==> config.mk <==
export PLATFORM = sky130hd
export DESIGN_NAME = spd_isqrt
export DESIGN_NICKNAME = d
export VERILOG_FILES = /design/src/sv/spd_pkg.sv /design/src/sv/spd_isqrt.sv
export SDC_FILE = /design/constraint.sdc
export NUM_CORES = 2
export LEC_CHECK = 0
export BUFFER_PORTS_ARGS = -buffer_cell sky130_fd_sc_hd__buf_2
export CAP_MARGIN = 20
export CORE_MARGIN = 3
export CORE_UTILIZATION = 63
export DETAILED_ROUTE_END_ITERATION = 7
export PLACE_DENSITY = 0.88
export RECOVER_POWER = 100
export SLEW_MARGIN = 20
export SYNTH_ARGS = -nofsm -noshare
export SYNTH_HDL_FRONTEND = slang
export SYNTH_SLANG_ARGS = --single-unit
==> constraint.sdc <==
create_clock -name clk -period 20.8 [get_ports clk]
set_input_delay 1.04 -clock clk [delete_from_list [all_inputs] [get_ports clk]]
set_output_delay 1.04 -clock clk [all_outputs]
set_load 0.01 [all_outputs]
==> src/sv/spd_pkg.sv <==
// ============================================================================
// spd_pkg: shared types and constants of the spectral derivative unit
// Holds the operation and register codes, the transaction payload structs and
// the width helpers that size the datapath from the grid size NX.
// ============================================================================
package spd_pkg;

    localparam int NX_DEFAULT = 256;

    localparam int STEP_W   = 16;
    localparam int BIN_W    = 8;
    localparam int SAMPLE_W = 24;
    localparam int RESULT_W = 32;
    localparam int FRAC_W   = 12;
    localparam int KY_W     = BIN_W + STEP_W;

    localparam logic [STEP_W-1:0] STEP_RESET = 16'd4096;

    typedef enum logic [1:0] {
        OP_DX   = 2'd0,
        OP_DY   = 2'd1,
        OP_DZ   = 2'd2,
        OP_ZERO = 2'd3
    } op_t;

    typedef enum logic {
        CFG_KX_STEP = 1'b0,
        CFG_KY_STEP = 1'b1
    } cfg_index_t;

    typedef struct packed {
        op_t                        operation;
        logic [BIN_W-1:0]           row_bin;
        logic [BIN_W-1:0]           col_bin;
        logic signed [SAMPLE_W-1:0] sample_re;
        logic signed [SAMPLE_W-1:0] sample_im;
    } in_item_t;

    typedef struct packed {
        logic signed [RESULT_W-1:0] result_re;
        logic signed [RESULT_W-1:0] result_im;
    } out_item_t;

    // Signed width of the wrapped row index: it spans -NX/2 up to the largest bin.
    function automatic int row_w(input int nx);
        int w;
        w = $clog2(nx) + 1;
        if (w < BIN_W + 1)
        begin
            w = BIN_W + 1;
        end
        return w;
    endfunction

    function automatic int kx_w(input int nx);
        return row_w(nx) + STEP_W;
    endfunction

    // Width of the root of kx^2 + ky^2, rounded up to an even bit count.
    function automatic int root_w(input int nx);
        int a;
        int b;
        int s;
        a = 2 * (kx_w(nx) - 1);
        b = 2 * KY_W;
        s = ((a > b) ? a : b) + 1;
        return ((s + 3) / 4) * 2;
    endfunction

    // Signed width that holds kx, ky and the deep-water root.
    function automatic int factor_w(input int nx);
        int w;
        w = kx_w(nx);
        if (w < KY_W + 1)
        begin
            w = KY_W + 1;
        end
        if (w < root_w(nx) + 1)
        begin
            w = root_w(nx) + 1;
        end
        return w;
    endfunction

endpackage

==> src/sv/spd_isqrt.sv <==
// ============================================================================
// spd_isqrt: pipelined integer square root
// Digit-by-digit restoring root, two result bits per register stage. A
// sideband word travels alongside each radicand unchanged.
// ============================================================================
module spd_isqrt #(
    parameter int ROOTW = spd_pkg::root_w(spd_pkg::NX_DEFAULT),
    parameter int SBW   = 2 + spd_pkg::factor_w(spd_pkg::NX_DEFAULT) + 2 * spd_pkg::SAMPLE_W
) (
    input  logic                 clk,
    input  logic                 rst_n,
    input  logic                 in_valid,
    output logic                 in_stall,
    input  logic [2*ROOTW-1:0]   in_rad,
    input  logic [SBW-1:0]       in_side,
    output logic                 out_valid,
    input  logic                 out_stall,
    output logic [ROOTW-1:0]     out_root,
    output logic [SBW-1:0]       out_side
);

    localparam int NS   = ROOTW / 2;
    localparam int RADW = 2 * ROOTW;
    localparam int RMW  = ROOTW + 1;
    localparam int TW   = RMW + 2;
    localparam int STW  = RMW + ROOTW + RADW;

    logic [RMW-1:0]   rem_reg  [NS];
    logic [ROOTW-1:0] root_reg [NS];
    logic [RADW-1:0]  rad_reg  [NS];
    logic [SBW-1:0]   side_reg [NS];
    logic [NS-1:0]    vld_reg;
    logic [NS-1:0]    adv;

    // Two root digits; for each, bring down two radicand bits and try (root << 2) | 1.
    function automatic logic [STW-1:0] step2(
        input logic [RMW-1:0]   rem,
        input logic [ROOTW-1:0] root,
        input logic [RADW-1:0]  rad
    );
        logic [TW-1:0]    t;
        logic [TW-1:0]    trial;
        logic [RMW-1:0]   r;
        logic [ROOTW-1:0] q;
        logic [RADW-1:0]  d;
        r = rem;
        q = root;
        d = rad;
        for (int j = 0; j < 2; j++)
        begin
            t     = {r, d[RADW-1 -: 2]};
            trial = TW'({q, 2'b01});
            if (t >= trial)
            begin
                t = t - trial;
                q = {q[ROOTW-2:0], 1'b1};
            end
            else
            begin
                q = {q[ROOTW-2:0], 1'b0};
            end
            r = t[RMW-1:0];
            d = {d[RADW-3:0], 2'b00};
        end
        return {r, q, d};
    endfunction

    assign adv[NS-1] = !vld_reg[NS-1] || !out_stall;
    assign in_stall  = !adv[0];

    genvar gs;
    generate
        for (gs = 0; gs < NS; gs++)
        begin : g_stage
            logic [RMW-1:0]   rem_in;
            logic [ROOTW-1:0] root_in;
            logic [RADW-1:0]  rad_in;
            logic [SBW-1:0]   side_in;
            logic             vld_in;
            logic [STW-1:0]   res;

            if (gs == 0)
            begin : g_first
                assign rem_in  = '0;
                assign root_in = '0;
                assign rad_in  = in_rad;
                assign side_in = in_side;
                assign vld_in  = in_valid;
            end
            else
            begin : g_rest
                assign rem_in  = rem_reg[gs-1];
                assign root_in = root_reg[gs-1];
                assign rad_in  = rad_reg[gs-1];
                assign side_in = side_reg[gs-1];
                assign vld_in  = vld_reg[gs-1];
            end

            if (gs < NS - 1)
            begin : g_adv
                assign adv[gs] = !vld_reg[gs] || adv[gs+1];
            end

            assign res = step2(rem_in, root_in, rad_in);

            always_ff @(posedge clk or negedge rst_n)
            begin
                if (!rst_n)
                begin
                    vld_reg[gs] <= 1'b0;
                end
                else if (adv[gs])
                begin
                    vld_reg[gs] <= vld_in;
                end
            end

            always_ff @(posedge clk)
            begin
                if (adv[gs])
                begin
                    rem_reg[gs]  <= res[STW-1 -: RMW];
                    root_reg[gs] <= res[RADW +: ROOTW];
                    rad_reg[gs]  <= res[RADW-1:0];
                    side_reg[gs] <= side_in;
                end
            end
        end
    endgenerate

    assign out_valid = vld_reg[NS-1];
    assign out_root  = root_reg[NS-1];
    assign out_side  = side_reg[NS-1];

endmodule

==> impl_metrics.ini <==
[sta]
skew_ns = 0.0785
fin_crit_sh_pct = 61.0
rsz0062_at_grt = false
slew-limit-headroom_pct = -198
finalSetupViolations = 0
fmax_ghz = 0.0789
hold_viol = 0
period_minus_slack_ns = 12.68
slew_violations = 1724
tns_ns = 0
tightestPinTransition_ns = 4.47

[flow_run]
max_cap_violations = 34

[floorplan]
die_h_um = 369
ios = 238
rows = 132
start_util_pct = 63.8
dieArea_um2 = 136000
core_um2 = 130000
die_w_um = 369

[clock_tree]
clock-sinks = 1816
path_clk_slew_ns = 0.07
ctsHoldBuffers = 0
cts_resized = 0
cts_tree = yes
insertion_delay_ns = 0.83
htree_num_levels = 4
cts.path.max_buffers = 3
root_buffer = clkbuf_16
post_cts_buffers = 0
cts_buffers = 174

[yosys]
synth_edf_count = 1803
ys_seq_area_share_pct = 65.6
syn_area_um2 = 83100
avgSynthCellArea_um2 = 13.4
synth_cells = 6209
ys.flop_type = edfxtp_1
synth_top_family_by_area = compound AO/OA/AOI/OAI gates
synth_simple_gate_area_share_pct = 10.3
synthDistinctLibCells = 117
synth_xor_area_share_pct = 4.76
synth_compound_area_share_pct = 10.7
ys.warnings.count = 0
muxShareOfSynthArea_pct = 0.795
ys_seq_elements = 1816
async_flop_share_pct = 0.716
synthAdderAreaFrac_pct = 5.65

[critical_path]
reg2reg_to = side_reg[0][104]
required_ns = 21.21
critPathKind = flip-flop to flip-flop
crit_fanout = 67
rr_startpoint = g_stage[12].vld_in
cp-start-kind = flip-flop
end_kind = flip-flop
ff2ff_path_depth = 11
r2r_slack_ns = 8.12
cp.arrival_ns = 13.09

[drt]
first_pass_iters = 6
drt_wl_total_mm = 197
postRouteAntennaNets = 0
vias = 52400
post_drt_wl_per_cell_um = 23.4
viasPerCell = 6.22
initialDrtViolationCount = 5282
drc_errors = 0

[layout]
post-route-util_pct = 70.4
largest_reg_flops = 1001
drive_above_1_share_pct = 7.21
area_delta_synth_final_pct = 10.4
final_nets = 7031

[global_route]
grt.overflow.total = 0
grt_pass1_wl_mm = 299
antenna_found_initial = 9
grt_usage_pct = 28.7
grt_max_degree = 91
grt_pass1_vias = 51200

[hold_path]
hold_path_depth = 0
hp-class = flip-flop to flip-flop
min_to = side_reg[0][80]
hp-start = side_reg[0][3]

[pwr]
leakage_nw = 35.9
power.total_mw = 11.6
vdd_drop_max_uv = 96.4
powerDensity_nw_per_um2 = 127

[place]
gp_congestion = 0.945
portBuffers = 237
place_hpwl_mm = 132

[run_status]
violations = max-capacitance violations, max-slew violations
status = complete, but fails checks
Yosys cell counts (all sizes together), types with 71 or more instances:
cell type | n | area share [%]
edfxtp | 1803 | 65
o21ai | 283 | 1.7
a21o | 160 | 1.4
nand3 | 131 | 0.83
nor2 | 406 | 1.8
clkbuf | 88 | 0.40
xnor2 | 286 | 3.0
inv | 335 | 1.5
xor2 | 166 | 1.7
nand2 | 426 | 1.9
o21a | 71 | 0.64
a21oi | 392 | 2.4
ha | 375 | 5.6
nor3 | 162 | 1.0
logic make-up after synthesis:
family	count (synthesis)
other	1
buffers and inverters	472
and+or+nand+nor	1676
AOI/OAI and AO/OA	1356
DFF	1816
xor gates and xnor gates	452
muxes	61
adders and majority gates	375
per-layer routing:
metal	up-vias	wire, um	share of wire (%)	GRT usage [%]
met5	-	13	0.0066	0
met4	2	6650	3.4	9.55
met3	412	15500	7.9	4.19
met2	2448	95000	48	47.6
met1	25300	79800	41	39.3
li1	24200	-	-	-
metrics by stage:
step           instance area, um^2  hold WS [ns]  setup slack [ns]  std cells
2_1_floorplan                83100         0.400              3.94       6212
3_3_place_gp                 86200         0.400             13.61       8088
3_5_place_dp                 86200         0.405             13.33       8088
4_1_cts                      92200         0.100             12.96       8413
5_1_grt                      91700         0.334              6.91       8416
6_report                     91700         0.348              8.12       8417
worst max-delay path, cell delays in order (launching register included):
cell and delay [ns]:
dfrtp_1 0.37, and3_1 0.32, clkinvlp_2 2.31, nor2_1 1.11
and2_0 0.39, nand3_1 1.84, nor2_1 1.39, nand3_4 0.73
nor2_1 0.45, clkinvlp_2 1.76, buf_4 0.99, buf_4 0.46
layout by cell type, fill, tap and decap left out, drive strengths merged, types with 23 or more instances in the layout:
cell type	synthesis	final
xor2	166	166
o21bai	39	39
or4	31	31
and4	23	23
nand2	426	426
nor3	162	162
a21boi	30	30
clkbuf	88	392
a21oi	392	392
nand2b	53	53
nor4	63	63
nor2b	39	39
or2	42	42
ha	375	375
a21o	160	160
buf	46	86
and2	45	45
clkinv	3	80
o211ai	38	38
o21a	71	71
o31ai	64	64
edfxtp	1803	1803
a211oi	34	34
mux2	40	40
o21ai	283	283
nand4	70	70
a31oi	49	49
and3	53	53
or3	43	43
nand3	131	131
nor2	406	406
xnor2	286	286
inv	335	336
layout make-up:
| type | instances | area, um^2 |
|---|---|---|
| Inverter | 338 | 1280 |
| Fill cell | 8570 | 38600 |
| Clock inverter | 116 | 1490 |
| Timing Repair Buffer | 269 | 1130 |
| Clock buffer | 209 | 4500 |
| Multi-Input combinational cell | 3924 | 26600 |
| Tap cell | 1742 | 2180 |
| Antenna cell | 3 | 7.51 |
| Sequential cell | 1816 | 54500 |
power breakdown:
group	switching, mW	total [mW]	internal [mW]
Clock	1.45	3.30	1.85
Sequential	0.481	5.56	5.08
Combinational	1.73	2.75	1.02
Total	3.66	11.6	7.95
worst max path at each step:
stage,from,endpoint,slack (ns),cells past startpoint
after floorplan,out_stall,in_stall,3.94,10
after global placement,out_stall,in_stall,13.61,12
after detailed placement,out_stall,in_stall,13.33,12
after CTS,out_valid,in_stall,12.96,11
after global routing,out_valid,rad_reg[0][38],6.91,11
final,g_stage[12].vld_in,side_reg[0][104],8.12,11
(Power assumes the default switching activity.)
