`config.mk`:
```
export PLATFORM = sky130hd
export DESIGN_NAME = spd_scale
export DESIGN_NICKNAME = d
export VERILOG_FILES = /design/src/sv/spd_pkg.sv /design/src/sv/spd_scale.sv
export SDC_FILE = /design/constraint.sdc
export NUM_CORES = 2
export LEC_CHECK = 0
export BUFFER_PORTS_ARGS = -buffer_cell sky130_fd_sc_hd__buf_4
export CAP_MARGIN = 20
export CORE_ASPECT_RATIO = 1.1
export CORE_MARGIN = 5
export CORE_UTILIZATION = 55
export DETAILED_ROUTE_END_ITERATION = 7
export PLACE_DENSITY = 0.72
export SYNTH_ARGS = -nofsm -noshare
export SYNTH_HDL_FRONTEND = slang
export SYNTH_SLANG_ARGS = --single-unit
```
`constraint.sdc`:
```
create_clock -name clk -period 5.9 [get_ports clk]
set_clock_uncertainty 0.2 [all_clocks]
set_input_delay 0.59 -clock clk [delete_from_list [all_inputs] [get_ports clk]]
set_output_delay 0.59 -clock clk [all_outputs]
set_load 0.01 [all_outputs]
```
`src/sv/spd_pkg.sv`:
```
// ============================================================================
// spd_pkg: shared types and constants of the spectral derivative unit
// Holds the operation and register codes, the transaction payload structs and
// the width helpers that size the datapath from the grid size NX.
// ============================================================================
package spd_pkg;

    localparam int NX_DEFAULT = 256;

    localparam int STEP_W   = 16;
    localparam int BIN_W    = 8;
    localparam int SAMPLE_W = 24;
    localparam int RESULT_W = 32;
    localparam int FRAC_W   = 12;
    localparam int KY_W     = BIN_W + STEP_W;

    localparam logic [STEP_W-1:0] STEP_RESET = 16'd4096;

    typedef enum logic [1:0] {
        OP_DX   = 2'd0,
        OP_DY   = 2'd1,
        OP_DZ   = 2'd2,
        OP_ZERO = 2'd3
    } op_t;

    typedef enum logic {
        CFG_KX_STEP = 1'b0,
        CFG_KY_STEP = 1'b1
    } cfg_index_t;

    typedef struct packed {
        op_t                        operation;
        logic [BIN_W-1:0]           row_bin;
        logic [BIN_W-1:0]           col_bin;
        logic signed [SAMPLE_W-1:0] sample_re;
        logic signed [SAMPLE_W-1:0] sample_im;
    } in_item_t;

    typedef struct packed {
        logic signed [RESULT_W-1:0] result_re;
        logic signed [RESULT_W-1:0] result_im;
    } out_item_t;

    // Signed width of the wrapped row index: it spans -NX/2 up to the largest bin.
    function automatic int row_w(input int nx);
        int w;
        w = $clog2(nx) + 1;
        if (w < BIN_W + 1)
        begin
            w = BIN_W + 1;
        end
        return w;
    endfunction

    function automatic int kx_w(input int nx);
        return row_w(nx) + STEP_W;
    endfunction

    // Width of the root of kx^2 + ky^2, rounded up to an even bit count.
    function automatic int root_w(input int nx);
        int a;
        int b;
        int s;
        a = 2 * (kx_w(nx) - 1);
        b = 2 * KY_W;
        s = ((a > b) ? a : b) + 1;
        return ((s + 3) / 4) * 2;
    endfunction

    // Signed width that holds kx, ky and the deep-water root.
    function automatic int factor_w(input int nx);
        int w;
        w = kx_w(nx);
        if (w < KY_W + 1)
        begin
            w = KY_W + 1;
        end
        if (w < root_w(nx) + 1)
        begin
            w = root_w(nx) + 1;
        end
        return w;
    endfunction

endpackage

```
`src/sv/spd_scale.sv`:
```
// ============================================================================
// spd_scale: wavenumber multiply, Q.12 floor and saturation
// One stage multiplies the sample by i*k or by the root; the next floors and
// saturates to 32 bits (zero for OP_ZERO) and holds the output transaction.
// ============================================================================
module spd_scale #(
    parameter int FW    = spd_pkg::factor_w(spd_pkg::NX_DEFAULT),
    parameter int ROOTW = spd_pkg::root_w(spd_pkg::NX_DEFAULT)
) (
    input  logic                                clk,
    input  logic                                rst_n,
    input  logic                                in_valid,
    output logic                                in_stall,
    input  spd_pkg::op_t                        in_op,
    input  logic signed [FW-1:0]                in_k,
    input  logic [ROOTW-1:0]                    in_root,
    input  logic signed [spd_pkg::SAMPLE_W-1:0] in_re,
    input  logic signed [spd_pkg::SAMPLE_W-1:0] in_im,
    output logic                                out_valid,
    input  logic                                out_stall,
    output spd_pkg::out_item_t                  out_data
);

    localparam int SW  = spd_pkg::SAMPLE_W + 1;
    localparam int PW  = FW + SW;
    localparam int QW  = PW - spd_pkg::FRAC_W;
    localparam int RSW = spd_pkg::RESULT_W;

    localparam logic signed [RSW-1:0] RES_MAX = {1'b0, {(RSW-1){1'b1}}};
    localparam logic signed [RSW-1:0] RES_MIN = {1'b1, {(RSW-1){1'b0}}};

    logic [1:0] vld_reg;
    logic [1:0] adv;

    spd_pkg::op_t          a_op_reg;
    logic signed [PW-1:0]  a_pa_reg;
    logic signed [PW-1:0]  a_pb_reg;
    spd_pkg::out_item_t    out_reg;

    logic signed [FW-1:0]  fac;
    logic signed [SW-1:0]  re_x;
    logic signed [SW-1:0]  im_x;
    logic signed [SW-1:0]  ma;
    logic signed [SW-1:0]  mb;
    logic signed [PW-1:0]  pa_next;
    logic signed [PW-1:0]  pb_next;
    spd_pkg::out_item_t    out_next;

    // Floor by 2^12 is the arithmetic shift; then clamp to 32 bits.
    function automatic logic signed [RSW-1:0] sat_shift(input logic signed [PW-1:0] p);
        logic [QW-1:0]     q;
        logic [QW-RSW:0]   hi;
        logic signed [RSW-1:0] r;
        q  = p[PW-1:spd_pkg::FRAC_W];
        hi = q[QW-1:RSW-1];
        if ((&hi) || !(|hi))
        begin
            r = q[RSW-1:0];
        end
        else if (q[QW-1])
        begin
            r = RES_MIN;
        end
        else
        begin
            r = RES_MAX;
        end
        return r;
    endfunction

    assign adv[1]   = !vld_reg[1] || !out_stall;
    assign adv[0]   = !vld_reg[0] || adv[1];
    assign in_stall = !adv[0];

    always_ff @(posedge clk or negedge rst_n)
    begin
        if (!rst_n)
        begin
            vld_reg <= '0;
        end
        else
        begin
            if (adv[0])
            begin
                vld_reg[0] <= in_valid;
            end
            if (adv[1])
            begin
                vld_reg[1] <= vld_reg[0];
            end
        end
    end

    // i*k*(re + i*im) = -k*im + i*k*re; the deep-water root scales both parts.
    always_comb
    begin
        re_x = SW'(in_re);
        im_x = SW'(in_im);
        if (in_op == spd_pkg::OP_DZ)
        begin
            fac = $signed(FW'(in_root));
            ma  = re_x;
            mb  = im_x;
        end
        else
        begin
            fac = in_k;
            ma  = -im_x;
            mb  = re_x;
        end
        pa_next = fac * ma;
        pb_next = fac * mb;
    end

    always_comb
    begin
        if (a_op_reg == spd_pkg::OP_ZERO)
        begin
            out_next.result_re = '0;
            out_next.result_im = '0;
        end
        else
        begin
            out_next.result_re = sat_shift(a_pa_reg);
            out_next.result_im = sat_shift(a_pb_reg);
        end
    end

    always_ff @(posedge clk)
    begin
        if (adv[0])
        begin
            a_op_reg <= in_op;
            a_pa_reg <= pa_next;
            a_pb_reg <= pb_next;
        end
        if (adv[1])
        begin
            out_reg <= out_next;
        end
    end

    assign out_valid = vld_reg[1];
    assign out_data  = out_reg;

endmodule
```
==> metrics.md <==
| Metric | Value |
|---|---|
| Synth Area in Simple Gates | 13.9% |
| Crit share post-route | 148% |
| R2R cell count | 6 |
| Critical path arrival | 8.80 ns |
| GPL Wtd Cong | 0.993 |
| Area delta synth->final | 29.7% |
| Site Rows | 119 |
| H-tree depth | 4 |
| Nets | 8565 |
| Clk pin slew, worst setup/hold paths | 0.08 ns |
| Residual DRC count | 0 |
| Startpoint Class | primary input |
| Top_reg_cell synth | edfxtp_1 |
| Die area | 0.103 mm^2 |
| Synth Register Bits | 148 |
| Core Area | 0.0959 mm^2 |
| Critical Path End | a_pa_reg[50]$_DFFE_PN_ |
| Synth async-reset ratio | 1.35% |
| DR vias | 44800 |
| Hold Crit Depth | 2 |
| Via density | 5.56 |
| Worst flop-to-flop path startpoint | a_pa_reg[47]$_DFFE_PN_ |
| Syn avg cell area | 9.22 um^2 |
| Fin cells | 8059 |
| Distinct cell type count after synthesis | 69 |
| CP max stage delay | 0.55 ns |
| Final Core Density | 71.9% |
| Status | finished with violations |
| Initial DRT Pass Iterations | 6 |
| Kind of cell adding the most delay to the critical path | adder cells |
| Post-synthesis compound-gate area fraction | 4.46% |
| CP Depth | 30 |
| Required time of the critical path | 5.94 ns |
| DR iter-0 viols | 3827 |
| Worst slack, placed | -3.46 ns |
| Skew-Pair Late Insertion Delay | 0.50 ns |
| Clock Tree Buf Depth | 2 |
| Commonest non-fill, non-tap cells in the layout | fa_1, inv_1, buf_4 |
| I/O pins | 173 |
| Largest family of logic cells by synthesized area | adder cells |
| Cell at the root of the clock tree | clkbuf_16 |
| Post-DRT Antenna Nets | 0 |
| Initial antenna violation count | 5 |
| Max Freq | 114 MHz |
| Layout cells sized above 1 | 26.6% |
| Die X | 306 um |
| CP most frequent cell | fa_1 |
| Failing checks | negative setup slack |
| Clock Sinks | 148 |
| Vias in the first global route | 49200 |
| Average wire per standard cell | 22.2 um |
| RSZ-0062 raised after global routing | yes |
| Post-synthesis adder-cell area fraction | 59.6% |
| CTS tree | done |
| Final max-slew violation count | 0 |
| Final setup viols | 80 |
| First-pass GRT wire length | 273000 um |
| Slew headroom | 32.3% |
| Post-synth EDFFs | 146 |
| Initial core utilization | 55.5% |
| Port Buffers | 172 |
| Hold Crit Class | in -> reg |
| Num CTS Buffers | 17 |
| Die H | 336 um |
| Hold Startpoint | in_valid |
| Tot GR Track Use | 35.1% |
| Worst setup margin | -2.86 ns |
| DP Wirelength | 147000 um |
| Worst Path Class, Setup | in -> reg |
| Crit Path Max Fanout | 15 |
| Critical path's slowest cell | or4_4 |
| Xor and xnor area share after synthesis | 2.03% |
| CP startpoint | in_im[8] |
| Max reg flops | 64 |
| Sequential share of the synthesized area | 8.34% |
| Synthesized area | 0.0532 mm^2 |
| Reg-to-Reg End | out_data[35]$_SDFFCE_PN0P_ |
| DP Cell Count | 7865 |
| WL final | 179000 um |
| Largest net degree at the start of global routing | 66 |
| Commonest non-fill, non-tap cell in the layout | fa_1 |
| Overflow after GRT | 0 |
| Synth warn | 0 |
| Max-Cap Viols | 0 |
| Reg-to-reg slack, setup | 3.30 ns |
| Worst-margin pin slew | 1.02 ns |
| CP bufs+invs | 4 |
| Syn_nets | 7566 |
| CP endpoint kind | flip-flop |
| Synth Instances | 5768 |
| Min Tclk post-route | 8.76 ns |
| Mux cell area share after synthesis | 0.532% |
| Hold Vio Cnt, Final | 0 |
[worst min-delay path by stage]
stage                              to  slack, ns
2_1_floorplan  vld_reg[0]$_DFFE_PN0N_       0.09
3_3_place_gp   vld_reg[1]$_DFFE_PN0P_       0.17
3_5_place_dp   vld_reg[1]$_DFFE_PN0P_       0.18
4_1_cts        vld_reg[0]$_DFFE_PN0N_       0.05
6_report       vld_reg[0]$_DFFE_PN0N_       0.08
5_1_grt        vld_reg[0]$_DFFE_PN0N_       0.08
[routing by layer]
metal	routed length (um)	part of all wire, %	GRT usage (%)
met5	0	0	0
met4	12400	6.9	19.8
met3	19900	11	10.1
met2	83800	47	56.3
met1	62900	35	43.3
[synthesized netlist by cell type (16+ instances only)]
master	n	area (um^2)
fa_1	1406	28100
inv_1	1281	4810
nand2_1	1046	3930
nor2_1	537	2020
ha_1	285	3570
clkbuf_1	266	998
edfxtp_1	146	4380
a21oi_1	129	646
o21ai_0	109	546
xnor2_1	85	744
and2_1	55	344
a21o_1	47	353
xor2_1	38	333
mux2i_1	26	260
and3_1	24	150
nand4_1	23	144
nor3_1	23	115
nand3_1	22	110
or2_2	16	100
[metrics by stage]
stage | hold slack, ns | cell area, um^2 | TNS (ns)
floorplan | 0.0944 | 55000 | -134.10
CTS | 0.0506 | 67300 | -139.80
global route | 0.0823 | 69000 | -163.46
global placement | 0.174 | 64500 | -190.02
detailed placement | 0.180 | 64500 | -196.11
finish | 0.0790 | 69000 | -148.32
[final cells by class]
class | instances | area (um^2)
well taps | 1270 | 1590
multi-input cells | 4053 | 45800
inverters | 1283 | 4830
clock buffers | 18 | 429
clock inverters | 13 | 134
flip-flops and latches | 148 | 4430
fillers | 7095 | 26900
repair buffers | 1264 | 11700
diodes | 10 | 25.0
[repair_timing]
item | CTS | global route
hold buffers | 1 | 0
cloned | 6 | 5
resized for setup | 298 | 280
endpoints found under the setup margin | 80 | 80
pin swaps | 150 | 125
hold endpoints to repair | 2 | 0
setup buffers | 96 | 58
[cell families after synthesis]
kind of cell    count (synthesis)
compound gates                396
fa+ha+maj                    1691
xor+xnor                      123
simple gates                 1812
mux                            28
buf+inv                      1570
flops                         148
Power is not shown: default switching activity piles up to over one toggle a cycle in this logic, so the estimate is an artifact.
