`config.mk`:
```
export PLATFORM = sky130hd
export DESIGN_NAME = spd_kgen
export DESIGN_NICKNAME = d
export VERILOG_FILES = /design/src/sv/spd_pkg.sv /design/src/sv/spd_kgen.sv
export SDC_FILE = /design/constraint.sdc
export NUM_CORES = 2
export LEC_CHECK = 0
export CAP_MARGIN = 20
export CORE_MARGIN = 2
export CORE_UTILIZATION = 60
export CTS_CLUSTER_DIAMETER = 120
export DETAILED_ROUTE_END_ITERATION = 10
export DONT_BUFFER_PORTS = 1
export GPL_TIMING_DRIVEN = 1
export PLACE_DENSITY = 0.76
export SYNTH_ARGS = -nofsm -noshare
export SYNTH_HDL_FRONTEND = slang
export SYNTH_SLANG_ARGS = --single-unit
```
`constraint.sdc`:
```
create_clock -name clk -period 11.8 [get_ports clk]
set_clock_uncertainty 0.1 [all_clocks]
set_input_delay 0 -clock clk [delete_from_list [all_inputs] [get_ports clk]]
set_output_delay 0 -clock clk [all_outputs]
set_load 0.01 [all_outputs]
```
`src/sv/spd_pkg.sv`:
```
// ============================================================================
// spd_pkg: shared types and constants of the spectral derivative unit
// Holds the operation and register codes, the transaction payload structs and
// the width helpers that size the datapath from the grid size NX.
// ============================================================================
package spd_pkg;

    localparam int NX_DEFAULT = 256;

    localparam int STEP_W   = 16;
    localparam int BIN_W    = 8;
    localparam int SAMPLE_W = 24;
    localparam int RESULT_W = 32;
    localparam int FRAC_W   = 12;
    localparam int KY_W     = BIN_W + STEP_W;

    localparam logic [STEP_W-1:0] STEP_RESET = 16'd4096;

    typedef enum logic [1:0] {
        OP_DX   = 2'd0,
        OP_DY   = 2'd1,
        OP_DZ   = 2'd2,
        OP_ZERO = 2'd3
    } op_t;

    typedef enum logic {
        CFG_KX_STEP = 1'b0,
        CFG_KY_STEP = 1'b1
    } cfg_index_t;

    typedef struct packed {
        op_t                        operation;
        logic [BIN_W-1:0]           row_bin;
        logic [BIN_W-1:0]           col_bin;
        logic signed [SAMPLE_W-1:0] sample_re;
        logic signed [SAMPLE_W-1:0] sample_im;
    } in_item_t;

    typedef struct packed {
        logic signed [RESULT_W-1:0] result_re;
        logic signed [RESULT_W-1:0] result_im;
    } out_item_t;

    // Signed width of the wrapped row index: it spans -NX/2 up to the largest bin.
    function automatic int row_w(input int nx);
        int w;
        w = $clog2(nx) + 1;
        if (w < BIN_W + 1)
        begin
            w = BIN_W + 1;
        end
        return w;
    endfunction

    function automatic int kx_w(input int nx);
        return row_w(nx) + STEP_W;
    endfunction

    // Width of the root of kx^2 + ky^2, rounded up to an even bit count.
    function automatic int root_w(input int nx);
        int a;
        int b;
        int s;
        a = 2 * (kx_w(nx) - 1);
        b = 2 * KY_W;
        s = ((a > b) ? a : b) + 1;
        return ((s + 3) / 4) * 2;
    endfunction

    // Signed width that holds kx, ky and the deep-water root.
    function automatic int factor_w(input int nx);
        int w;
        w = kx_w(nx);
        if (w < KY_W + 1)
        begin
            w = KY_W + 1;
        end
        if (w < root_w(nx) + 1)
        begin
            w = root_w(nx) + 1;
        end
        return w;
    endfunction

endpackage

```
`src/sv/spd_kgen.sv`:
```
// ============================================================================
// spd_kgen: wavenumber generation and radicand stages
// Wraps the row bin to a signed index, forms kx and ky, squares them and adds
// the squares for the deep-water root. Four register stages.
// ============================================================================
module spd_kgen #(
    parameter int NX = spd_pkg::NX_DEFAULT
) (
    input  logic                                  clk,
    input  logic                                  rst_n,
    input  logic [spd_pkg::STEP_W-1:0]            kx_step,
    input  logic [spd_pkg::STEP_W-1:0]            ky_step,
    input  logic                                  in_valid,
    output logic                                  in_stall,
    input  spd_pkg::in_item_t                     in_data,
    output logic                                  out_valid,
    input  logic                                  out_stall,
    output logic [2*spd_pkg::root_w(NX)-1:0]      out_rad,
    output spd_pkg::op_t                          out_op,
    output logic signed [spd_pkg::factor_w(NX)-1:0] out_k,
    output logic signed [spd_pkg::SAMPLE_W-1:0]   out_re,
    output logic signed [spd_pkg::SAMPLE_W-1:0]   out_im
);

    localparam int RW   = spd_pkg::row_w(NX);
    localparam int KXW  = spd_pkg::kx_w(NX);
    localparam int AXW  = KXW - 1;
    localparam int KYW  = spd_pkg::KY_W;
    localparam int FW   = spd_pkg::factor_w(NX);
    localparam int RADW = 2 * spd_pkg::root_w(NX);
    localparam int SW   = spd_pkg::SAMPLE_W;
    localparam int NST  = 4;

    localparam logic [RW-1:0] HALF_V = RW'(NX / 2);
    localparam logic [RW-1:0] NX_V   = RW'(NX);

    logic [NST-1:0] vld_reg;
    logic [NST-1:0] vld_next;
    logic [NST-1:0] adv;

    // Stage 1: registered input transaction.
    spd_pkg::in_item_t p1_item_reg;

    // Stage 2: signed kx and unsigned ky.
    spd_pkg::op_t          p2_op_reg;
    logic signed [KXW-1:0] p2_kx_reg;
    logic [KYW-1:0]        p2_ky_reg;
    logic signed [SW-1:0]  p2_re_reg;
    logic signed [SW-1:0]  p2_im_reg;

    // Stage 3: selected wavenumber and the two squares.
    spd_pkg::op_t          p3_op_reg;
    logic signed [FW-1:0]  p3_k_reg;
    logic [2*AXW-1:0]      p3_sqx_reg;
    logic [2*KYW-1:0]      p3_sqy_reg;
    logic signed [SW-1:0]  p3_re_reg;
    logic signed [SW-1:0]  p3_im_reg;

    // Stage 4: radicand, the output register of this section.
    spd_pkg::op_t          p4_op_reg;
    logic [RADW-1:0]       p4_rad_reg;
    logic signed [FW-1:0]  p4_k_reg;
    logic signed [SW-1:0]  p4_re_reg;
    logic signed [SW-1:0]  p4_im_reg;

    logic [RW-1:0]             row_u;
    logic [RW-1:0]             row_adj;
    logic signed [RW+spd_pkg::STEP_W:0] kx_full;
    logic signed [KXW-1:0]     kx_next;
    logic [KYW-1:0]            ky_next;
    logic signed [KXW-1:0]     kx_neg;
    logic [AXW-1:0]            ax;
    logic [2*AXW-1:0]          sqx_next;
    logic [2*KYW-1:0]          sqy_next;
    logic signed [FW-1:0]      k_next;
    logic [RADW-1:0]           rad_next;

    // A stage may load when it is empty or when its content moves on.
    assign adv[NST-1] = !vld_reg[NST-1] || !out_stall;
    genvar gi;
    generate
        for (gi = 0; gi < NST - 1; gi++)
        begin : g_adv
            assign adv[gi] = !vld_reg[gi] || adv[gi+1];
        end
    endgenerate

    assign in_stall = !adv[0];
    assign vld_next = {vld_reg[NST-2:0], in_valid};

    always_ff @(posedge clk or negedge rst_n)
    begin
        if (!rst_n)
        begin
            vld_reg <= '0;
        end
        else
        begin
            for (int i = 0; i < NST; i++)
            begin
                if (adv[i])
                begin
                    vld_reg[i] <= vld_next[i];
                end
            end
        end
    end

    // Rows at or above NX/2 stand for negative wavenumbers.
    always_comb
    begin
        row_u    = {{(RW-spd_pkg::BIN_W){1'b0}}, p1_item_reg.row_bin};
        row_adj  = (row_u >= HALF_V) ? (row_u - NX_V) : row_u;
        kx_full  = $signed(row_adj) * $signed({1'b0, kx_step});
        kx_next  = kx_full[KXW-1:0];
        ky_next  = p1_item_reg.col_bin * ky_step;
    end

    always_comb
    begin
        kx_neg   = -p2_kx_reg;
        ax       = p2_kx_reg[KXW-1] ? kx_neg[AXW-1:0] : p2_kx_reg[AXW-1:0];
        sqx_next = ax * ax;
        sqy_next = p2_ky_reg * p2_ky_reg;
        k_next   = (p2_op_reg == spd_pkg::OP_DX) ? FW'(p2_kx_reg)
                                                 : $signed(FW'(p2_ky_reg));
    end

    assign rad_next = RADW'(p3_sqx_reg) + RADW'(p3_sqy_reg);

    always_ff @(posedge clk)
    begin
        if (adv[0])
        begin
            p1_item_reg <= in_data;
        end
        if (adv[1])
        begin
            p2_op_reg <= p1_item_reg.operation;
            p2_kx_reg <= kx_next;
            p2_ky_reg <= ky_next;
            p2_re_reg <= p1_item_reg.sample_re;
            p2_im_reg <= p1_item_reg.sample_im;
        end
        if (adv[2])
        begin
            p3_op_reg  <= p2_op_reg;
            p3_k_reg   <= k_next;
            p3_sqx_reg <= sqx_next;
            p3_sqy_reg <= sqy_next;
            p3_re_reg  <= p2_re_reg;
            p3_im_reg  <= p2_im_reg;
        end
        if (adv[3])
        begin
            p4_op_reg  <= p3_op_reg;
            p4_rad_reg <= rad_next;
            p4_k_reg   <= p3_k_reg;
            p4_re_reg  <= p3_re_reg;
            p4_im_reg  <= p3_im_reg;
        end
    end

    assign out_valid = vld_reg[NST-1];
    assign out_rad   = p4_rad_reg;
    assign out_op    = p4_op_reg;
    assign out_k     = p4_k_reg;
    assign out_re    = p4_re_reg;
    assign out_im    = p4_im_reg;

endmodule

```
==> out/results.txt <==
Register-to-register setup slack - 1.41 ns
Final Max Tran Viols - 0
Max Freq - 96.2 MHz
Post-synth top area share - 36.2%
Initial antenna violation count - 3
Slowest CP cell - xor2_1
GRT Resource Usage Total - 29.4%
Routed WL per cell - 20.4 um
Slowest Stage Delay on Critical Path - 0.79 ns
Number of fill cells - 7100
Primary FF master, synth - edfxtp_1
Footprint of the multi-input gates - 37400 um2
Layout cell share with drive strength beyond 1 - 3.45%
Die area - 97100 um2
CP Data Arrival Time - 10.64 ns
DRC Markers - 0
Post-synthesis sequential area ratio - 24.4%
Critical R2R Launch - p2_kx_reg[0]
Worst Hold End - p2_ky_reg[23]
Status - completed
Vias per cell - 5.57
Worst slew pin tran - 1.21 ns
Area growth syn-to-layout - 8.40%
Max clock buf depth - 3
Insertion delay to the later sink of the worst-skew pair - 0.68 ns
Num CTS Buffers - 52
RSZ-0062 raised after global routing - false
Root buf cell - clkbuf_16
Largest net degree at the start of global routing - 76
Mapped Cells - 5358
Most Frequent Cell on Critical Path - fa_1
Total of max-cap violations - 0
Global-route wire length before repair - 221000 um
DR iter-0 viols - 2830
Antenna Violating Nets Remaining - 0
CP startpoint kind - flip-flop
Worst hold start - ky_step[14]
Core box area - 93600 um2
EDFF count, synth - 458
CTS tree - yes
Max layer used - met5
Via Count - 37626
Mean Syn Cell Area - 10.6 um2
Met2 WL post-DR - 66100 um
Synth area leader - fa_1
Reg-to-reg critical path endpoint - p3_sqx_reg[43]
Final Cycle Share - 88.1%
CP required - 12.05 ns
Synth top cells by count - 1332 x inv_1, 1027 x fa_1, 511 x nand2_1, 503 x ha_1, 458 x edfxtp_1
Total congestion overflow - 0
Initial core utilization - 60.7%
Row cnt - 112
Nets - 7094
Slew HR - 18.9%
Clock period minus final worst setup slack - 10.39 ns
Die height - 312 um
Met3 Wirelength - 12000 um
Hold Crit Class - in2reg
Endpoints failing setup - 0
Drt first pass iters - 7
Worst R2R Path Depth - 32
Crit end category - flip-flop
Clock transition at path regs - 0.06 ns
Mapped cell area - 56800 um2
H-tree depth - 2
HPWL after detailed placement - 105000 um
I/O Buffers - 0
Final wirelength - 138000 um
Vias in the first global route - 40808
Met1 WL - 53900 um
Chip Width - 312 um
Hold depth - 5
CTS sink count - 462
Synth area leaders - fa_1 36%, edfxtp_1 24%, ha_1 11%, inv_1 8.8%, nand2_1 3.4%
I/O Pins - 233
WS Path Type - reg2reg
Final hold violations - 0
Reg area - 13900 um2
Synth warn - 0
Total negative slack - 0 ns
Async S/R FF share, synth - 0.866%
CP Max Fanout - 16
RePlAce Congestion - 0.960
Top-count cell post-synth - inv_1
Largest register FFs - 66
Count of state elements after synthesis - 462
Setup Fix Bufs, Post-CTS - 0
Distinct cells, synth - 76
## worst max-delay path by stage
stage / startpoint / to / depth (start not counted)
6_report: p2_kx_reg[0] / p3_sqx_reg[43] / 32
5_1_grt: p2_kx_reg[0] / p3_sqx_reg[43] / 32
4_1_cts: p2_kx_reg[0] / p3_sqx_reg[43] / 32
3_5_place_dp: p2_kx_reg[0] / p3_sqx_reg[43] / 32
3_3_place_gp: p2_kx_reg[0] / p3_sqx_reg[43] / 32
2_1_floorplan: p2_kx_reg[0] / p3_sqx_reg[43] / 33
## per-layer routing
metal	GRT usage, %	vias to the layer above
li1	-	16643
met1	38.7	18873
met2	48.8	1746
met3	5.70	360
met4	10.7	4
met5	0	-
## cells by family (layout without fill, tap and decap cells)
kind of cell / after synthesis / count (layout) / synth area share (%)
muxes: 14 / 14 / 0.275
and+or+nand+nor: 1209 / 1209 / 9.83
DFF: 462 / 462 / 24.4
AOI/OAI and AO/OA: 439 / 439 / 5.05
other: 1 / 4 / 0.00660
buffers and inverters: 1494 / 1640 / 9.91
xor gates and xnor gates: 209 / 209 / 3.25
adders and majority gates: 1530 / 1530 / 47.3
## per-stage QoR
step	setup WS (ns)	hold slack, ns	area, um2	instances	util (%)
6_report	1.41	0.0460	61600	6761	65.8
5_1_grt	0.892	0.0570	61600	6760	65.8
4_1_cts	1.54	0.0194	61500	6758	65.7
3_5_place_dp	1.57	-0.395	58300	6516	62.2
3_3_place_gp	1.77	-0.395	58200	6515	62.2
2_1_floorplan	2.85	-0.396	56800	5360	-
## placed cells by master, fill, tap and decap left out, types with 13 or more instances in the layout
master,n
nand4_1,22
inv_1,1331
clkbuf_16,52
o21ai_0,71
xnor2_1,138
o21bai_1,23
nand2b_1,34
buf_4,53
dlygate4sd3_1,145
nor3_1,26
nand2_1,509
a21oi_1,127
and2_1,248
and3_1,13
o21a_1,21
edfxtp_1,458
ha_1,503
fa_1,1027
a21o_1,79
nor2_1,261
a211oi_1,15
nor2b_1,23
mux2_2,13
nand3_1,36
xor2_1,66
## critical path: cells and delay by family, from the launching register on
family,cells,cell delay (ns)
simple gates,4,0.86
compound gates,9,2.34
xor+xnor,2,0.89
buf+inv,8,1.47
flops,1,0.36
fa+ha+maj,9,4.09
## layout make-up
class,count,area share [%]
clock buffers,60,2.20
diodes,1,0.00407
well taps,1254,2.55
repair buffers,200,3.09
multi-input cells,3404,60.7
clock inverters,38,0.748
flip-flops and latches,462,22.5
inverters,1342,8.19
## repair_timing
item	4_1_cts	5_1_grt
hold buffers	144	1
hold endpoints to repair	102	52
resized for setup	0	0
Power is not shown: default switching activity piles up to over one toggle a cycle in this logic, so the estimate is an artifact.
